### src/design/mtlsd_pkg.sv
// Shared types, constants and register codes of the MMIO trap load/store decoder.
`default_nettype none
package mtlsd_pkg;

    localparam int APERTURE_COUNT = 3;
    localparam int AP_IDX_W       = 2;
    localparam int XLEN           = 64;
    localparam int CPU_W          = 8;
    localparam int SIZE_W         = 4;
    localparam int REG_W          = 5;
    localparam int STEP_W         = 3;
    localparam int INSN_W         = 32;

    localparam int PADDR_W        = 6;
    localparam int CFG_IDX_W      = 3;
    localparam int S_TDATA_W      = 176;
    localparam int M_TDATA_W      = 88;

    localparam logic [CFG_IDX_W-1:0] REG_AP_LAST = 3'd5;
    localparam logic [CFG_IDX_W-1:0] REG_MBOX    = 3'd6;

    localparam logic       CMD_FAULT  = 1'b0;
    localparam logic       CMD_RETURN = 1'b1;

    localparam logic [6:0] OPC_LOAD   = 7'h03;
    localparam logic [6:0] OPC_STORE  = 7'h23;
    localparam logic [1:0] QUAD_C0    = 2'b00;
    localparam logic [1:0] QUAD_BASE  = 2'b11;

    localparam logic [STEP_W-1:0] STEP_RVC  = 3'd2;
    localparam logic [STEP_W-1:0] STEP_BASE = 3'd4;
    localparam logic [STEP_W-1:0] STEP_NONE = 3'd0;

    typedef struct packed {
        logic [APERTURE_COUNT-1:0][XLEN-1:0] base;
        logic [APERTURE_COUNT-1:0][XLEN-1:0] size;
        logic [CPU_W-1:0]                    mbox_count;
    } t_cfg;

    typedef struct packed {
        logic              cmd;
        logic [INSN_W-1:0] insn;
        logic [XLEN-1:0]   fault_addr;
        logic              dir_write;
        logic [CPU_W-1:0]  cpu_id;
        logic [XLEN-1:0]   read_data;
    } t_in_item;

    typedef struct packed {
        logic                                cmd;
        logic [XLEN-1:0]                     read_data;
        logic                                dir_write;
        logic                                cpu_ok;
        logic [STEP_W-1:0]                   len;
        logic                                store;
        logic [SIZE_W-1:0]                   size;
        logic [REG_W-1:0]                    dreg;
        logic                                sgn;
        logic [APERTURE_COUNT-1:0]           ge;
        logic [APERTURE_COUNT-1:0][XLEN-1:0] off;
    } t_stage2;

    typedef struct packed {
        logic                handled;
        logic                store_access;
        logic [SIZE_W-1:0]   access_size;
        logic [REG_W-1:0]    data_reg;
        logic [STEP_W-1:0]   pc_step;
        logic [AP_IDX_W-1:0] aperture_hit;
        logic                writeback_valid;
        logic [REG_W-1:0]    writeback_reg;
        logic [XLEN-1:0]     writeback_value;
    } t_result;

endpackage
`default_nettype wire

### src/design/mtlsd_cfg.sv
// APB register file holding the aperture windows and the mailbox count.
`default_nettype none
module mtlsd_cfg (
    input  wire logic                            i_clk,
    input  wire logic                            i_rst_n,
    input  wire logic                            psel,
    input  wire logic                            penable,
    input  wire logic                            pwrite,
    input  wire logic [mtlsd_pkg::PADDR_W-1:0]   paddr,
    input  wire logic [mtlsd_pkg::XLEN-1:0]      pwdata,
    output logic      [mtlsd_pkg::XLEN-1:0]      prdata,
    output logic                                 pready,
    output mtlsd_pkg::t_cfg                      o_cfg
);
    import mtlsd_pkg::*;

    logic [APERTURE_COUNT-1:0][XLEN-1:0] r_base;
    logic [APERTURE_COUNT-1:0][XLEN-1:0] r_size;
    logic [CPU_W-1:0]                    r_mbox;
    logic [CFG_IDX_W-1:0]                idx;
    logic [AP_IDX_W-1:0]                 ap_sel;
    logic                                wr_en;

    assign pready = 1'b1;
    assign idx    = paddr[PADDR_W-1:PADDR_W-CFG_IDX_W];
    assign ap_sel = idx[CFG_IDX_W-1:1];
    assign wr_en  = psel && penable && pwrite && pready;

    always_ff @(posedge i_clk) begin
        if (!i_rst_n) begin
            r_base <= '0;
            r_size <= '0;
            r_mbox <= '0;
        end else if (wr_en) begin
            for (int i = 0; i < APERTURE_COUNT; i++) begin
                if (idx <= REG_AP_LAST && ap_sel == AP_IDX_W'(i)) begin
                    if (idx[0]) begin
                        r_size[i] <= pwdata;
                    end else begin
                        r_base[i] <= pwdata;
                    end
                end
            end
            if (idx == REG_MBOX) begin
                r_mbox <= pwdata[CPU_W-1:0];
            end
        end
    end

    always_comb begin
        prdata = '0;
        if (idx <= REG_AP_LAST) begin
            for (int i = 0; i < APERTURE_COUNT; i++) begin
                if (ap_sel == AP_IDX_W'(i)) begin
                    prdata = idx[0] ? r_size[i] : r_base[i];
                end
            end
        end else if (idx == REG_MBOX) begin
            prdata = {{(XLEN-CPU_W){1'b0}}, r_mbox};
        end
    end

    assign o_cfg.base       = r_base;
    assign o_cfg.size       = r_size;
    assign o_cfg.mbox_count = r_mbox;

endmodule
`default_nettype wire

### src/design/mtlsd_match.sv
// Decode stage: instruction decode, aperture offsets and CPU index check.
`default_nettype none
module mtlsd_match (
    input  wire logic                 i_clk,
    input  wire logic                 i_rst_n,
    input  wire mtlsd_pkg::t_cfg      i_cfg,
    input  wire logic                 i_valid,
    input  wire mtlsd_pkg::t_in_item  i_item,
    output logic                      o_ready,
    output logic                      o_valid,
    output mtlsd_pkg::t_stage2        o_stage,
    input  wire logic                 i_ready
);
    import mtlsd_pkg::*;

    localparam logic [2:0] C_LW = 3'd2;
    localparam logic [2:0] C_LD = 3'd3;
    localparam logic [2:0] C_SW = 3'd6;
    localparam logic [2:0] C_SD = 3'd7;
    localparam logic [2:0] F3_B  = 3'd0;
    localparam logic [2:0] F3_H  = 3'd1;
    localparam logic [2:0] F3_W  = 3'd2;
    localparam logic [2:0] F3_D  = 3'd3;
    localparam logic [2:0] F3_BU = 3'd4;
    localparam logic [2:0] F3_HU = 3'd5;
    localparam logic [2:0] F3_WU = 3'd6;

    logic               r_valid;
    t_stage2            r_stage;
    t_stage2            n_stage;
    logic [INSN_W-1:0]  w;
    logic [2:0]         cf3;
    logic [2:0]         f3;
    logic [XLEN:0]      diff;

    assign w   = i_item.insn;
    assign cf3 = w[15:13];
    assign f3  = w[14:12];

    always_comb begin
        n_stage           = '0;
        n_stage.cmd       = i_item.cmd;
        n_stage.read_data = i_item.read_data;
        n_stage.dir_write = i_item.dir_write;
        n_stage.cpu_ok    = i_item.cpu_id < i_cfg.mbox_count;
        diff              = '0;
        for (int i = 0; i < APERTURE_COUNT; i++) begin
            diff              = {1'b0, i_item.fault_addr} - {1'b0, i_cfg.base[i]};
            n_stage.off[i]    = diff[XLEN-1:0];
            n_stage.ge[i]     = !diff[XLEN];
        end
        if (w[1:0] == QUAD_C0) begin
            n_stage.dreg = REG_W'(5'd8 + {2'b00, w[4:2]});
            unique case (cf3)
                C_LW: begin
                    n_stage.len = STEP_RVC; n_stage.size = 4'd4; n_stage.sgn = 1'b1;
                end
                C_LD: begin
                    n_stage.len = STEP_RVC; n_stage.size = 4'd8;
                end
                C_SW: begin
                    n_stage.len = STEP_RVC; n_stage.size = 4'd4; n_stage.store = 1'b1;
                end
                C_SD: begin
                    n_stage.len = STEP_RVC; n_stage.size = 4'd8; n_stage.store = 1'b1;
                end
                default: n_stage.len = STEP_NONE;
            endcase
        end else if (w[1:0] == QUAD_BASE && w[6:0] == OPC_LOAD) begin
            n_stage.dreg = w[11:7];
            n_stage.len  = STEP_BASE;
            unique case (f3)
                F3_B:  begin n_stage.size = 4'd1; n_stage.sgn = 1'b1; end
                F3_H:  begin n_stage.size = 4'd2; n_stage.sgn = 1'b1; end
                F3_W:  begin n_stage.size = 4'd4; n_stage.sgn = 1'b1; end
                F3_D:  n_stage.size = 4'd8;
                F3_BU: n_stage.size = 4'd1;
                F3_HU: n_stage.size = 4'd2;
                F3_WU: n_stage.size = 4'd4;
                default: n_stage.len = STEP_NONE;
            endcase
        end else if (w[1:0] == QUAD_BASE && w[6:0] == OPC_STORE) begin
            n_stage.dreg  = w[24:20];
            n_stage.len   = STEP_BASE;
            n_stage.store = 1'b1;
            unique case (f3)
                F3_B: n_stage.size = 4'd1;
                F3_H: n_stage.size = 4'd2;
                F3_W: n_stage.size = 4'd4;
                F3_D: n_stage.size = 4'd8;
                default: n_stage.len = STEP_NONE;
            endcase
        end
    end

    assign o_ready = !r_valid || i_ready;

    always_ff @(posedge i_clk) begin
        if (!i_rst_n) begin
            r_valid <= 1'b0;
        end else if (o_ready) begin
            r_valid <= i_valid;
        end
    end

    always_ff @(posedge i_clk) begin
        if (o_ready && i_valid) begin
            r_stage <= n_stage;
        end
    end

    assign o_valid = r_valid;
    assign o_stage = r_stage;

endmodule
`default_nettype wire

### src/design/mtlsd_resolve.sv
// Resolve stage: aperture pick, fit check, pending load state and result register.
`default_nettype none
module mtlsd_resolve (
    input  wire logic                 i_clk,
    input  wire logic                 i_rst_n,
    input  wire mtlsd_pkg::t_cfg      i_cfg,
    input  wire logic                 i_valid,
    input  wire mtlsd_pkg::t_stage2   i_stage,
    output logic                      o_ready,
    output logic                      o_valid,
    output mtlsd_pkg::t_result        o_result,
    input  wire logic                 i_ready
);
    import mtlsd_pkg::*;

    logic                r_valid;
    t_result             r_result;
    t_result             n_result;
    logic                r_pend;
    logic [SIZE_W-1:0]   r_pend_size;
    logic                r_pend_sgn;
    logic [REG_W-1:0]    r_pend_reg;
    logic                n_pend;
    logic [SIZE_W-1:0]   n_pend_size;
    logic                n_pend_sgn;
    logic [REG_W-1:0]    n_pend_reg;
    logic                found;
    logic [AP_IDX_W-1:0] hit;
    logic [XLEN-1:0]     rem;
    logic [XLEN-1:0]     rem_i;
    logic                fit;
    logic                handled;
    logic [XLEN-1:0]     mask;
    logic                top;
    logic                take;

    always_comb begin
        found = 1'b0;
        hit   = '0;
        rem   = '0;
        rem_i = '0;
        for (int i = APERTURE_COUNT - 1; i >= 0; i--) begin
            rem_i = i_cfg.size[i] - i_stage.off[i];
            if (i_cfg.size[i] != '0 && i_stage.ge[i] && i_stage.off[i] < i_cfg.size[i]) begin
                found = 1'b1;
                hit   = AP_IDX_W'(i);
                rem   = rem_i;
            end
        end
    end

    assign fit     = rem >= {{(XLEN-SIZE_W){1'b0}}, i_stage.size};
    assign handled = found && i_stage.cpu_ok && i_stage.len != STEP_NONE
                     && i_stage.store == i_stage.dir_write && fit;

    always_comb begin
        case (r_pend_size)
            4'd1:    mask = 64'h0000_0000_0000_00ff;
            4'd2:    mask = 64'h0000_0000_0000_ffff;
            4'd4:    mask = 64'h0000_0000_ffff_ffff;
            default: mask = '1;
        endcase
        case (r_pend_size)
            4'd1:    top = i_stage.read_data[7];
            4'd2:    top = i_stage.read_data[15];
            4'd4:    top = i_stage.read_data[31];
            default: top = 1'b0;
        endcase
    end

    always_comb begin
        n_result    = '0;
        n_pend      = r_pend;
        n_pend_size = r_pend_size;
        n_pend_sgn  = r_pend_sgn;
        n_pend_reg  = r_pend_reg;
        if (i_stage.cmd == CMD_RETURN) begin
            if (r_pend) begin
                if (r_pend_reg != '0) begin
                    n_result.writeback_valid = 1'b1;
                    n_result.writeback_reg   = r_pend_reg;
                    n_result.writeback_value = (i_stage.read_data & mask)
                                               | ((r_pend_sgn && top) ? ~mask : '0);
                end
                n_pend = 1'b0;
            end
        end else if (handled) begin
            n_result.handled      = 1'b1;
            n_result.store_access = i_stage.store;
            n_result.access_size  = i_stage.size;
            n_result.data_reg     = i_stage.dreg;
            n_result.pc_step      = i_stage.len;
            n_result.aperture_hit = hit;
            n_pend                = !i_stage.store;
            if (!i_stage.store) begin
                n_pend_size = i_stage.size;
                n_pend_sgn  = i_stage.sgn;
                n_pend_reg  = i_stage.dreg;
            end
        end
    end

    assign o_ready = !r_valid || i_ready;
    assign take    = o_ready && i_valid;

    always_ff @(posedge i_clk) begin
        if (!i_rst_n) begin
            r_valid     <= 1'b0;
            r_pend      <= 1'b0;
            r_pend_size <= '0;
            r_pend_sgn  <= 1'b0;
            r_pend_reg  <= '0;
        end else begin
            if (o_ready) begin
                r_valid <= i_valid;
            end
            if (take) begin
                r_pend      <= n_pend;
                r_pend_size <= n_pend_size;
                r_pend_sgn  <= n_pend_sgn;
                r_pend_reg  <= n_pend_reg;
            end
        end
    end

    always_ff @(posedge i_clk) begin
        if (take) begin
            r_result <= n_result;
        end
    end

    assign o_valid  = r_valid;
    assign o_result = r_result;

endmodule
`default_nettype wire

### src/design/mmio_trap_load_store_decoder.sv
// Top level of the MMIO trap load/store decoder with stream and APB ports.
`default_nettype none
// Each transfer on the slave stream is either a fault to decode (tuser = 0) or the raw
// data returned by a device read (tuser = 1). A fault is matched against the first enabled
// aperture holding the address, its RV64 or RVC quadrant-0 load/store is decoded, and one
// result transfer reports whether it is handled, the access, its register and PC step; a
// handled load is kept until the next read return (a handled store drops it), whose result
// carries the widened register writeback unless its register is x0. One transfer is taken every
// cycle while the output is not stalled; each passes an input, a decode and a result register.
module mmio_trap_load_store_decoder (
    input  wire logic                              i_clk,
    input  wire logic                              i_rst_n,
    input  wire logic                              s_axis_tvalid,
    output logic                                   s_axis_tready,
    // insn[31:0], fault_addr[95:32], dir_write[96], cpu_id[104:97], read_data[168:105]
    input  wire logic [mtlsd_pkg::S_TDATA_W-1:0]   s_axis_tdata,
    // cmd[0]
    input  wire logic                              s_axis_tuser,
    output logic                                   m_axis_tvalid,
    input  wire logic                              m_axis_tready,
    // handled[0], store_access[1], access_size[5:2], data_reg[10:6], pc_step[13:11],
    // aperture_hit[15:14], writeback_valid[16], writeback_reg[21:17],
    // writeback_value[85:22]
    output logic      [mtlsd_pkg::M_TDATA_W-1:0]   m_axis_tdata,
    input  wire logic                              psel,
    input  wire logic                              penable,
    input  wire logic                              pwrite,
    input  wire logic [mtlsd_pkg::PADDR_W-1:0]     paddr,
    input  wire logic [mtlsd_pkg::XLEN-1:0]        pwdata,
    output logic      [mtlsd_pkg::XLEN-1:0]        prdata,
    output logic                                   pready
);
    import mtlsd_pkg::*;

    t_cfg     cfg;
    logic     r_in_valid;
    t_in_item r_in;
    t_in_item n_in;
    logic     m_ready;
    logic     m_valid;
    t_stage2  m_stage;
    logic     v_ready;
    t_result  res;

    mtlsd_cfg u_cfg (
        .i_clk   (i_clk),
        .i_rst_n (i_rst_n),
        .psel    (psel),
        .penable (penable),
        .pwrite  (pwrite),
        .paddr   (paddr),
        .pwdata  (pwdata),
        .prdata  (prdata),
        .pready  (pready),
        .o_cfg   (cfg)
    );

    assign n_in.cmd        = s_axis_tuser;
    assign n_in.insn       = s_axis_tdata[31:0];
    assign n_in.fault_addr = s_axis_tdata[95:32];
    assign n_in.dir_write  = s_axis_tdata[96];
    assign n_in.cpu_id     = s_axis_tdata[104:97];
    assign n_in.read_data  = s_axis_tdata[168:105];

    assign s_axis_tready = !r_in_valid || m_ready;

    always_ff @(posedge i_clk) begin
        if (!i_rst_n) begin
            r_in_valid <= 1'b0;
        end else if (s_axis_tready) begin
            r_in_valid <= s_axis_tvalid;
        end
    end

    always_ff @(posedge i_clk) begin
        if (s_axis_tready && s_axis_tvalid) begin
            r_in <= n_in;
        end
    end

    mtlsd_match u_match (
        .i_clk   (i_clk),
        .i_rst_n (i_rst_n),
        .i_cfg   (cfg),
        .i_valid (r_in_valid),
        .i_item  (r_in),
        .o_ready (m_ready),
        .o_valid (m_valid),
        .o_stage (m_stage),
        .i_ready (v_ready)
    );

    mtlsd_resolve u_resolve (
        .i_clk    (i_clk),
        .i_rst_n  (i_rst_n),
        .i_cfg    (cfg),
        .i_valid  (m_valid),
        .i_stage  (m_stage),
        .o_ready  (v_ready),
        .o_valid  (m_axis_tvalid),
        .o_result (res),
        .i_ready  (m_axis_tready)
    );

    assign m_axis_tdata = {2'b00, res.writeback_value, res.writeback_reg,
                           res.writeback_valid, res.aperture_hit, res.pc_step,
                           res.data_reg, res.access_size, res.store_access, res.handled};

endmodule
`default_nettype wire

### config.mk
export PLATFORM = sky130hd
export DESIGN_NAME = mmio_trap_load_store_decoder
export DESIGN_NICKNAME = d
export VERILOG_FILES = /design/src/design/mtlsd_pkg.sv /design/src/design/mtlsd_cfg.sv /design/src/design/mtlsd_match.sv /design/src/design/mtlsd_resolve.sv /design/src/design/mmio_trap_load_store_decoder.sv
export SDC_FILE = /design/constraint.sdc
export NUM_CORES = 2
export LEC_CHECK = 0
export ABC_AREA = 1
export BUFFER_PORTS_ARGS = -buffer_cell sky130_fd_sc_hd__clkbuf_2
export CORE_MARGIN = 5
export CORE_UTILIZATION = 29
export DETAILED_ROUTE_END_ITERATION = 10
export MAX_ROUTING_LAYER = met4
export PLACE_DENSITY_LB_ADDON = 0.1
export RECOVER_POWER = 25
export SYNTH_ARGS = -nofsm -noshare
export SYNTH_HDL_FRONTEND = slang
export SYNTH_SLANG_ARGS = --single-unit
### constraint.sdc
create_clock -name i_clk -period 8 [get_ports i_clk]
set_clock_uncertainty 0.1 [all_clocks]
set_input_delay 0 -clock i_clk [delete_from_list [all_inputs] [get_ports i_clk]]
set_output_delay 0 -clock i_clk [all_outputs]
set_load 0.005 [all_outputs]
# Word level (Yosys, flattened, before mapping)
# Cells that the tools add are included.
word_totals:
  ff_bits: 931
  inputBits: 254
  out_inout_bits: 155
  mem_count: 0
  mem_bits_rw: 0
  romBits: 0
  word_cells: 186
  latchBits: 0
classes:
  div_mod_pow: 0
  add_sub_neg: 7
  n_eq_ne: 20
  muxes: 39
  multipliers: 0
  n_shift: 0
  bitwise_logic: 7
  n_reduce_logical: 64
  magnitude_cmp: 6
ops:
  columns: ["cell", "count"]
  rows:
  - ["two-way mux 64 bit", 11]
  - ["subtractor 64 x 64 -> 65 bit", 3]
  - ["less-than comparator 64 bit", 3]
  - ["one-hot mux 64 bit (3 select lines)", 1]
  - ["nonzero test 64 bit", 3]
  - ["subtractor 64 bit", 3]
  - ["two-way mux 70 bit", 1]
  - ["AND 64 bit", 1]
  - ["greater-or-equal comparator 64 x 4 -> 1 bit", 1]
  - ["NOT 64 bit", 1]
  - ["OR 64 bit", 1]
  - ["one-hot mux 4 bit (4 select lines)", 2]
  - ["logical AND 1 bit", 21]
  - ["AND reduction 3 bit", 7]
  - ["equality test 3 bit, second input constant", 6]
  - ["two-way mux 16 bit", 1]
  - ["two-way mux 14 bit", 1]
  - ["OR reduction 2 bit", 7]
  - ["two-way mux 13 bit", 1]
  - ["equality test 3 x 2 -> 1 bit, second input constant", 4]
  - ["OR reduction 4 bit", 3]
  - ["two-way mux 1 bit", 10]
  - ["two-way mux 3 bit", 3]
  - ["two-way mux 9 bit", 1]
  - ["other kinds (28)", 47]

# Longest topological paths before layout
depth:
  depth_word: 12
  ltp_mapped: 34
  depth_no_buf: 34

# By module
# From an unflattened synthesis, not the netlist that was laid out.
unflattened:
  hier_cells: 12267
  hier_area_um2: 75075.8
by_module_without_submodules:
  columns: ["module", "seq_area_each_um2", "n_inst", "cells_each", "area_per_inst_um2"]
  rows:
  - ["mtlsd_match", 8277.9, 1, 4441, 27370.0]
  - ["mtlsd_resolve", 2822.7, 1, 4557, 23134.7]
  - ["mtlsd_cfg", 7847.5, 1, 3089, 19396.1]
  - ["mmio_trap_load_store_decoder", 5124.9, 1, 180, 5175.0]

# Worst setup path before layout
# OpenSTA, ideal clock, no wires.
synth_path:
  path_type: "register to register"
  start: "register u_resolve.r_valid (netlist: u_resolve.o_valid)"
  end: "register u_match.r_stage (netlist bit u_match.o_stage[0]) (enable)"
  slack_ps: 1416
  arrival_time_ps: 5857
  stages_incl_launch_ff: 6
  synth_period_minus_slack_ps: 6584
  t_required_ps: 7274
  n_path_buf: 0
  setup_ps: 626
  cell_sequence: "dfxtp_1 -> nand2_1 -> nor2_1 -> inv_1 -> nand2_1 -> inv_1"
synth_between:
  elab_chain_len: 4
synth_rtl:
  columns: ["element", "line_no", "text"]
  rows:
  - ["start: declaration", "mtlsd_resolve.sv:16", "logic r_valid;"]
  - ["start signal: assignment", "mtlsd_resolve.sv:115", "r_valid <= i_valid;"]
  - ["logical NOT 1 bit", "mtlsd_resolve.sv:103", "assign o_ready = !r_valid || i_ready;"]
  - ["logical OR 1 bit", "mtlsd_resolve.sv:103", null]
  - ["logical OR 1 bit", "mtlsd_match.sv:96", "assign o_ready = !r_valid || i_ready;"]
  - ["logical AND 1 bit", "mtlsd_match.sv:107", "if (o_ready && i_valid) begin"]
  - ["end signal: assignment", "mtlsd_match.sv:108", "r_stage <= n_stage;"]
  - ["end: declaration", "mtlsd_match.sv:29", "t_stage2 r_stage;"]
# No other way between the ends.
# A chain may end at the register's enable or synchronous reset.

# Final worst setup path
layout_path:
  start: "register u_cfg.r_size (netlist bit u_cfg.o_cfg[71])"
  end: "register u_resolve.r_pend_size[1]"
layout_between:
  elab_chain_len: 9
  elab_cells_between_ends: 13
  cone_classes: "add/sub (1); order compare (2); mux (2); reduce/logical (8)"
layout_rtl:
  columns: ["element", "line_no", "text"]
  rows:
  - ["start: declaration", "mtlsd_cfg.sv:18", "logic [APERTURE_COUNT-1:0][XLEN-1:0] r_size;"]
  - ["start signal: indexed assignment", "mtlsd_cfg.sv:38", "r_size[i] <= pwdata;"]
  - ["branches (longest 7 deep; another with less-than comparator 64 bit)", null, null]
  - ["logical AND 1 bit (*)", "mtlsd_resolve.sv:54", "&& i_stage.store == i_stage.dir_write && fit;"]
  - ["AND reduction 4 bit (no source line) (*)", null, null]
  - ["end signal: assignment", "mtlsd_resolve.sv:119", "r_pend_size <= n_pend_size;"]
  - ["end: declaration", "mtlsd_resolve.sv:20", "logic [SIZE_W-1:0] r_pend_size;"]
# Mark *: on every way between the ends.

==> impl_results.md <==
* Most used DFF post-synth: edfxtp_1
* Area Growth Syn to Fin at 20.3%
* Initial DRC Count at 5,373
* Min cycle time layout at 5.78 ns
* Worst EP required at 8.57 ns
* Main combinational cell family by area after synthesis: simple AND/OR/NAND/NOR gates
* Period Utilization, post-route at 72.2%
* Final TNS setup at 0 ns
* PortBufs at 383
* GRT busiest layer: met2
* Leak at 0.0353 uW
* Pwr per Cell Area at 169 nW/um^2
* CTS max path bufs at 3
* Tightest Pin Transition at 2.76 ns
* Drt wl/cell at 24.5 um
* Initial core utilization at 29.0%
* Kind of critical path: reg -> reg
* CTS clock-pin slew for the worst setup and hold paths at 0.07 ns
* Peak Freq at 173 MHz
* Ys Warns at 0
* CTS tree: done
* Failing checks: capacitance limit, slew limit
* Met1 usage at 37.0%
* Cell total after placement at 12,477
* Final nets at 10,667
* Worst rel slew slack at -85.1%
* Via count at 64,101
* First-pass GRT wire length at 449,000 um
* Synth cell types at 60
* Initial antenna violation count at 16
* Routability cong. at 0.977
* CTS buffer count at 116
* Synthesized area at 64,400 um^2
* Fillcell total at 24,301
* Post-synth EDFFs at 519
* Max reg flops at 384
* First-pass DRT Iterations at 8
* Fin cells at 13,108
* Sink Count at 925
* Worst-case hold slack at 0.0766 ns
* RSZ-0062 raised after global routing: no
* Vias per cell at 4.89
* Final hold vios at 0
* Post-synthesis xor/xnor area fraction at 3.37%
* Die area at 231,000 um^2
* Post-synthesis mux area share at 0%
* Overall routing resource usage at 27.6%
* Post-synthesis register bit count at 925
* Row count at 173
* Die height at 481 um
* Largest net degree at the start of global routing at 133
* Hold-fix buffers, CTS at 392
* Post-DP HPWL at 267,000 um
* CP endpoint kind: register
* Number of global-route vias before repair at 60,205
* DRT antenna net count at 0
* Async SR Flop Fraction at 0%
* Overflow after GRT at 0
* IO Pins at 409
* Min-Delay Path Class: in -> reg
* Post-CTS Setup Inserts at 0
* Gate Count Post-Synth at 9,272
* Final setup vio count at 0
* Compound-gate portion of the synthesized area at 17.1%
* # DRC at 0
* Core footprint at 222,000 um^2
* Syn avg cell area at 6.94 um^2
* Routing usage on met2 at 43.3%
* Final slew viol count at 94
* CTS H-Tree Depth at 3
* Root buf cell: clkbuf_16
* Crit path max fanout at 21
* M3 GR Usage at 3.09%
* VDD IR max at 0.174 mV
* Adder-cell share of the synthesized area at 7.87%
* Status: finished, violations left
* Final wirelength at 321,000 um
* Die width at 481 um
* Post-Synth Simple-Gate Area at 23.3%
* Ratio of cells with drive above 1 in the final layout at 6.55%
* Crit path launch type: register
* Maxcap violations at 3
* Worst-Skew Late Latency at 0.82 ns
* Critical Path AT at 6.35 ns
* Seq/Total Area, Yosys at 36.8%
* Gates resized, CTS repair at 0
logic make-up (layout without fill, tap and decap cells):
kind of cell             count (synthesis)  after routing
AND/OR/NAND/NOR                       3712           3712
AO/OA/AOI/OAI                         2020           2020
buffers and inverters                 1964           2805
flip-flops                             925            925
adder cells (fa/ha/maj)                401            401
XOR/XNOR                               248            248
other                                    2             22
final timing paths:
path	depth (start not counted)	to	from	slack, ns
max	22	u_resolve.r_pend_size[1]	u_cfg.o_cfg[71]	2.22
min	4	u_cfg.o_cfg[33]	pwdata[25]	0.08
max reg2reg	22	u_resolve.r_pend_size[1]	u_cfg.o_cfg[71]	2.22
min reg2reg	0	u_match.o_stage[225]	r_in[14]	0.29
where the power goes:
part / leakage (uW) / internal [uW] / switching [uW]
Combinational: 0.0251 / 734 / 1540
Sequential: 0.00824 / 5240 / 138
Clock: 0.00191 / 3110 / 2340
Total: 0.0353 / 9080 / 4030
cell usage after synthesis (20+ instances only):
cell type  count  area (um^2)
nand3_1      276         1380
nand3b_1      42          315
nand2_2       20          125
nor3_1        65          325
nand2_1     2101         7890
o21bai_1      48          360
nand4_1       67          419
inv_1       1737         6520
a31oi_1      104          651
nor2_1      1072         4020
xnor2_1      115         1010
o211ai_1      31          233
a21oi_1      955         4780
ha_1         395         4940
clkbuf_1     183          687
o221ai_1      42          368
nor4_1        21          131
o21a_1        22          165
dfxtp_1      406         8130
xor2_1       133         1160
edfxtp_1     519        15600
o21ai_0      678         3390
nor2_2        23          144
metal layers:
metal / routed length, um / vias up
met5: 0 / -
met4: 13900 / 0
met3: 15400 / 364
met2: 143000 / 1875
met1: 149000 / 30310
li1: - / 31552
cells in the final DEF (no fill, tap or decap), types with 26 or more instances in the layout:
cell type | netlist | layout
edfxtp_1 | 519 | 519
nand4_1 | 67 | 67
inv_1 | 1737 | 1732
clkbuf_16 | 0 | 119
o221ai_1 | 42 | 42
clkinv_2 | 0 | 26
nand3b_1 | 42 | 42
dfxtp_1 | 406 | 406
o21ai_0 | 678 | 678
a21oi_1 | 955 | 955
nor2_1 | 1072 | 1063
xor2_1 | 133 | 133
o21bai_1 | 48 | 48
nand2_1 | 2101 | 2100
dlygate4sd3_1 | 0 | 392
xnor2_1 | 115 | 115
ha_1 | 395 | 395
nor3_1 | 65 | 65
o211ai_1 | 31 | 31
buf_4 | 4 | 47
clkbuf_2 | 0 | 312
nor2_2 | 23 | 28
a31oi_1 | 104 | 104
clkbuf_1 | 183 | 90
nand3_1 | 276 | 276
worst max-delay path, cell delays in order (launching register included):
cell	delay [ns]
dfxtp_1	0.88
ha_1	0.37
nand2_1	0.09
inv_1	0.06
nand2_1	0.08
nor2_1	0.23
nand2_1	0.23
nor2_2	0.18
nand2_1	0.07
nand2_1	0.14
nand2_4	0.30
a21oi_1	0.72
a31oi_1	0.09
ha_1	0.31
nand2_1	0.06
nor2_1	0.22
nand3_1	0.23
nand3_1	0.17
a21oi_2	0.07
nand3_2	0.21
nand4_4	0.40
o21ai_2	0.37
nor2_2	0.04
cell type report:
type	instances	area, um^2	share of cell area [%]
diodes	18	45.0	0.0582
clock inverters	71	717	0.926
inverters	1759	6620	8.55
multi-input cells	6385	33300	43.0
clock buffers	150	3210	4.15
flip-flops and latches	925	23700	30.6
well taps	2975	3720	4.81
repair buffers	825	6150	7.94
through the flow:
step | area, um^2 | utilization, % | setup WS [ns] | power [uW]
2_1_floorplan | 64400 | - | 1.42 | 6620
3_3_place_gp | 69700 | 31.4 | 2.40 | 7590
3_5_place_dp | 69700 | 31.4 | 2.33 | 7590
4_1_cts | 77500 | 35.0 | 2.30 | 13200
5_1_grt | 77400 | 34.9 | 1.94 | 13600
6_report | 77500 | 34.9 | 2.22 | 13100
(Power assumes the default switching activity.)
